**config.mk**
```make
export PLATFORM = sky130hd
export DESIGN_NAME = srs_div_stage
export DESIGN_NICKNAME = d
export VERILOG_FILES = /design/src/rtl/core/srs_pkg.sv /design/src/rtl/core/srs_div_stage.sv
export SDC_FILE = /design/constraint.sdc
export NUM_CORES = 1
export LEC_CHECK = 0
export BUFFER_PORTS_ARGS = -buffer_cell sky130_fd_sc_hd__buf_2
export CORE_AREA = 4 4 154 156
export DETAILED_ROUTE_END_ITERATION = 7
export DIE_AREA = 0 0 158 160
export PLACE_DENSITY = 0.75
export SKIP_CTS_REPAIR_TIMING = 1
export SLEW_MARGIN = 10
export SYNTH_ARGS = -nofsm -noshare
export SYNTH_HDL_FRONTEND = slang
export SYNTH_SLANG_ARGS = --single-unit
```
**constraint.sdc**
```tcl
create_clock -name clk -period 0.83 [get_ports clk]
set_input_delay 0.166 -clock clk [delete_from_list [all_inputs] [get_ports clk]]
set_output_delay 0.166 -clock clk [all_outputs]
set_load 0.01 [all_outputs]
```
**src/rtl/core/srs_pkg.sv**
```systemverilog
`timescale 1ns / 1ps

package srs_pkg;

	localparam int FIELD_W = 64;
	localparam int DATA_WIDTH_DEF = 64;

	typedef enum logic [1:0] {
		ST_VALID,
		ST_OVERFLOW,
		ST_NEGZERO
	} status_t;

	typedef struct packed {
		logic    byp;
		logic    lneg;
		logic    diff;
		logic    nz_en;
		status_t st;
	} ctl_t;

endpackage

```
**src/rtl/core/srs_div_stage.sv**
```systemverilog
`timescale 1ns / 1ps

module srs_div_stage #(
	parameter int DATA_WIDTH = srs_pkg::DATA_WIDTH_DEF
) (
	input  logic                  clk,
	input  logic                  arst_n,
	input  logic                  vld,
	input  srs_pkg::ctl_t         ctl,
	input  logic [DATA_WIDTH-1:0] ml,
	input  logic [DATA_WIDTH-1:0] dvd,
	input  logic [DATA_WIDTH-1:0] rem,
	output logic                  vld_s2,
	output srs_pkg::ctl_t         ctl_s2,
	output logic [DATA_WIDTH-1:0] ml_s2,
	output logic [DATA_WIDTH-1:0] dvd_s2,
	output logic [DATA_WIDTH-1:0] rem_s2
);
	import srs_pkg::*;

	logic [DATA_WIDTH-1:0] sh;
	logic [DATA_WIDTH-1:0] rem_n;

	// The partial remainder stays below the modulus, so the shift never loses a bit.
	assign sh = {rem[DATA_WIDTH-2:0], dvd[DATA_WIDTH-1]};

	always_comb begin
		rem_n = rem;
		if (!ctl.byp) begin
			rem_n = (sh >= ml) ? (sh - ml) : sh;
		end
	end

	always_ff @(posedge clk or negedge arst_n) begin
		if (!arst_n) begin
			vld_s2 <= 1'b0;
		end else begin
			vld_s2 <= vld;
		end
	end

	always_ff @(posedge clk) begin
		ctl_s2 <= ctl;
		ml_s2  <= ml;
		dvd_s2 <= {dvd[DATA_WIDTH-2:0], 1'b0};
		rem_s2 <= rem_n;
	end

endmodule

```
Word level (Yosys, flattened, before mapping):

Cells that the tools add are included.

* word-level logic and storage cells: 13
* bits of input ports: 201
* output and inout bits: 199
* flip-flop bits (word level): 198

* magnitude comparators: 1
* mux-type cells: 2
* add/subtract/negate cells: 1

Operators by type and width (number)
* $mux 64: 2
* $ge 64x64->1: 1
* $sub 64x64->64: 1

Longest topological paths before layout:

* depth in word-level cells: 3
* mapped depth: 15
* mapped depth without buffers: 13

Least setup slack after synthesis:

Ideal clock, no wire load.

* path type: input to register
* start: input port dvd[63]
* end: register rem_s2[18]
* data required time: 0.709 ns
* arrival: 2.650 ns
* slack: -1.940 ns
* setup time: 0.121 ns
* stages: 13
* path buffers: 1
* path through: inv_1 ha_1 fa_1 nor2b_1 o2111ai_1 a21oi_1 o21bai_1 nand3_1 a31oi_2 o21ai_2 buf_4 mux2_1 mux2_2

* word-level cells in the longest chain between the ends: 3
* elaborated cells on any way between the ends: 4
* those cells by class: add/sub: 1; order compare: 1; mux: 2

Ends and longest elaborated chain
* start: declaration: line srs_div_stage.sv:11 `input logic [DATA_WIDTH-1:0] dvd,`
* $sub 64x64->64 or $ge 64x64->1 (tied branches): line srs_div_stage.sv:30 `rem_n = (sh >= ml) ? (sh - ml) : sh;`
* $mux 64 *: line srs_div_stage.sv:30
* $mux 64 *: line srs_div_stage.sv:29 `if (!ctl.byp) begin`
* named net rem_n[18]: line srs_div_stage.sv:22 `logic [DATA_WIDTH-1:0] rem_n;`
* end signal: assignment: line srs_div_stage.sv:46 `rem_s2 <= rem_n;`
* end: declaration: line srs_div_stage.sv:17 `output logic [DATA_WIDTH-1:0] rem_s2`

Mark *: on every way through the listed nets, which the timed path passes. The rest lies on a longest branch.

Worst setup path after layout:

* start: input port dvd[63]
* end: register rem_s2[3]

Same word-level chain as after synthesis.

==> impl_metrics.toml <==
[detailed_routing]
drt-initial-drc-count = 624
dr.pass1.iters = 6
routed_via_density = 5.22
ant_nets = 0
routedWlPerCell_um = 19.1
vias = 11400
drc_errors = 0
totalWireLength_mm = 41.8

[floorplan]
die_w_um = 158
die_h_um = 160
dieArea_um2 = 25300
ios = 400
placementRows = 55
initial_utilization_pct = 43.5
coreArea_um2 = 22400

[cells_and_area]
post-route-util_pct = 79.6
nets = 2154
final_cells = 2187
final_layout_size_suffix_gt1_share_pct = 53.6
syn_to_final_growth_pct = 82.9
multi_input_area_um2 = 6020
nFillCells = 1356
regArea_um2 = 4080

[grt]
grt_pass1_wl_mm = 52.7
grt_start_max_net_pins = 23
antenna_found_initial = 2
grt-ovfl-total = 0
gr-usage-all-layers_pct = 26.0
grt_pass1_vias = 10500

[synth]
yosys-top-cells-count = "dfxtp_1, a21oi_1, inv_1"
synth_most_common_cell = "dfxtp_1"
synth_area_um2 = 9730
synth_top_area_share_pct = 40.5
synthArstFlopShare_pct = 0.505
synth_area_leaders = "dfxtp_1, ha_1, a21oi_1, mux2_2, inv_1"
synth_edf_count = 0
ys_seq_elements = 198
yosysTopAreaCell = "dfxtp_1"
ys.warnings.count = 0
syn_inst = 1091
ys_seq_area_share_pct = 40.8
ys.flop_type = "dfxtp_1"
postSynthAreaPerCell_um2 = 8.92
synth_cell_type_count = 72
syn_nets = 1357

[timing]
hold_ws_ns = -0.118
max_freq_mhz = 394
setup_tns_ns = -144.92
drv_slew = 0
timing.final.crit_share_pct = 306
worst_slack_ns = -1.71
finalHoldViolCount = 3
rsz0062_at_grt = "true"
setup_viol = 262
post-route-min-period_ns = 2.54

[placement]
gp_congestion = 0.930
dp.cells = 1996
portBuffers = 398
hpwl_mm = 28.6

[cts]
cts.sinks = 198
cts_tree = "built"
clk_pin_slew_ns = 0.08
cts.path.max_buffers = 2
root_buffer = "clkbuf_16"
htree_num_levels = 4
cts_buffers = 17

[worst_hold_path]
worstHoldStart = "ml[40]"
hold_path_class = "in -> reg"
holdPathStages = 1
worstHoldEndpoint = "ml_s2[40]"

[worst_setup_path]
crit_chain = "buf_8, inv_8, ha_4, fa_2, nor2b_4, o2111ai_2, a21oi_1, buf_4, o21bai_4, nand3_2, a31oi_4, o21ai_4, buf_6, mux2_4, mux2_2"
cp_data_arrival_time_ns = 2.87
worstPathMaxFanout = 7
startpoint_type = "primary input"
critPathMaxStageDelay_ns = 0.39
end_kind = "flip-flop"
criticalPathCategory = "in -> reg"
crit_required_ns = 1.16
slowest_stage = "fa_2"

[pwr]
power_density_nw_per_um2 = 1670
peakVddDrop_mv = 1.65
p_leak_uw = 0.00848
finalPower_uw = 29700

[outcome]
failed_checks = "negative hold slack, negative setup slack"
status = "finished, violations left"

[flow_run]
cap_violations = 0
[metal layers]
metal	global-route usage (%)	wire length [µm]	vias to the layer above	share of wire [%]
li1	-	-	5416	-
met1	28.9	14900	5351	36
met2	48.6	22100	542	53
met3	5.66	3150	112	7.5
met4	7.99	1640	2	3.9
met5	0	15	-	0.036
[cell families (layout without fill, tap and decap cells)]
group,count (synthesis),in the layout,share of synthesized area [%]
XOR/XNOR,49,49,4.41
AO/OA/AOI/OAI,306,306,20.2
other,1,2,0.0385
adder cells (fa/ha/maj),65,65,8.44
buffers and inverters,152,962,6.53
AND/OR/NAND/NOR,264,264,13.2
flip-flops,198,198,40.8
multiplexers,56,56,6.40
[layout make-up]
| class | instances | share of cell area [%] |
|---|---|---|
| antenna | 1 | 0.0141 |
| clock buffer | 18 | 2.41 |
| clock inverter | 14 | 0.970 |
| inverter | 94 | 2.04 |
| multi-input combinational | 741 | 33.8 |
| sequential | 198 | 22.9 |
| tap | 285 | 2.00 |
| timing repair buffer | 836 | 35.8 |
[registers in the layout, indices dropped and copies added (netlist names)]
signal / flops
ml_s2: 64
rem_s2: 64
dvd_s2: 63
ctl_s2: 6
vld_s2: 1
[how the worst max path moves through the flow]
stage,from,cells past startpoint,to,slack (ns)
floorplan,dvd[63],13,rem_s2[18],-1.80
global placement,ml[29],15,rem_s2[60],-2.37
detailed placement,ml[2],15,rem_s2[60],-2.31
CTS,ml[2],15,rem_s2[60],-1.89
global route,dvd[63],15,rem_s2[3],-1.77
finish,dvd[63],15,rem_s2[3],-1.71
[critical path: cells and delay by family]
kind,cells,cell delay (ns)
AND/OR/NAND/NOR,2,0.29
buffers and inverters,4,0.49
AO/OA/AOI/OAI,5,0.78
adder cells (fa/ha/maj),2,0.55
multiplexers,2,0.59
[where the power goes]
group	switching [µW]	internal, µW
combinational	4940	5560
sequential	339	10400
clock	4390	4110
total	9670	20000
[through the flow]
step / cell area, µm² / setup WS (ns)
finish: 17800 / -1.71
detailed placement: 14000 / -2.31
global placement: 14000 / -2.37
CTS: 14600 / -1.89
floorplan: 9770 / -1.80
global route: 17800 / -1.77
[layout by cell type, fill, tap and decap left out, drive strengths merged, types with 7 or more instances in the layout]
master       count
xor2            20
dlygate4sd3    137
nor3            17
nand2           67
or3              7
mux2            50
o211ai           9
nand4           29
clkbuf          19
xnor2           29
o21ai           56
a21o            35
o21bai          20
ha              64
nor2b           10
buf            698
a211oi           7
nand3           14
a21oi          125
nor2            85
a31oi            9
dfxtp          197
inv            102
(Power assumes the default switching activity.)
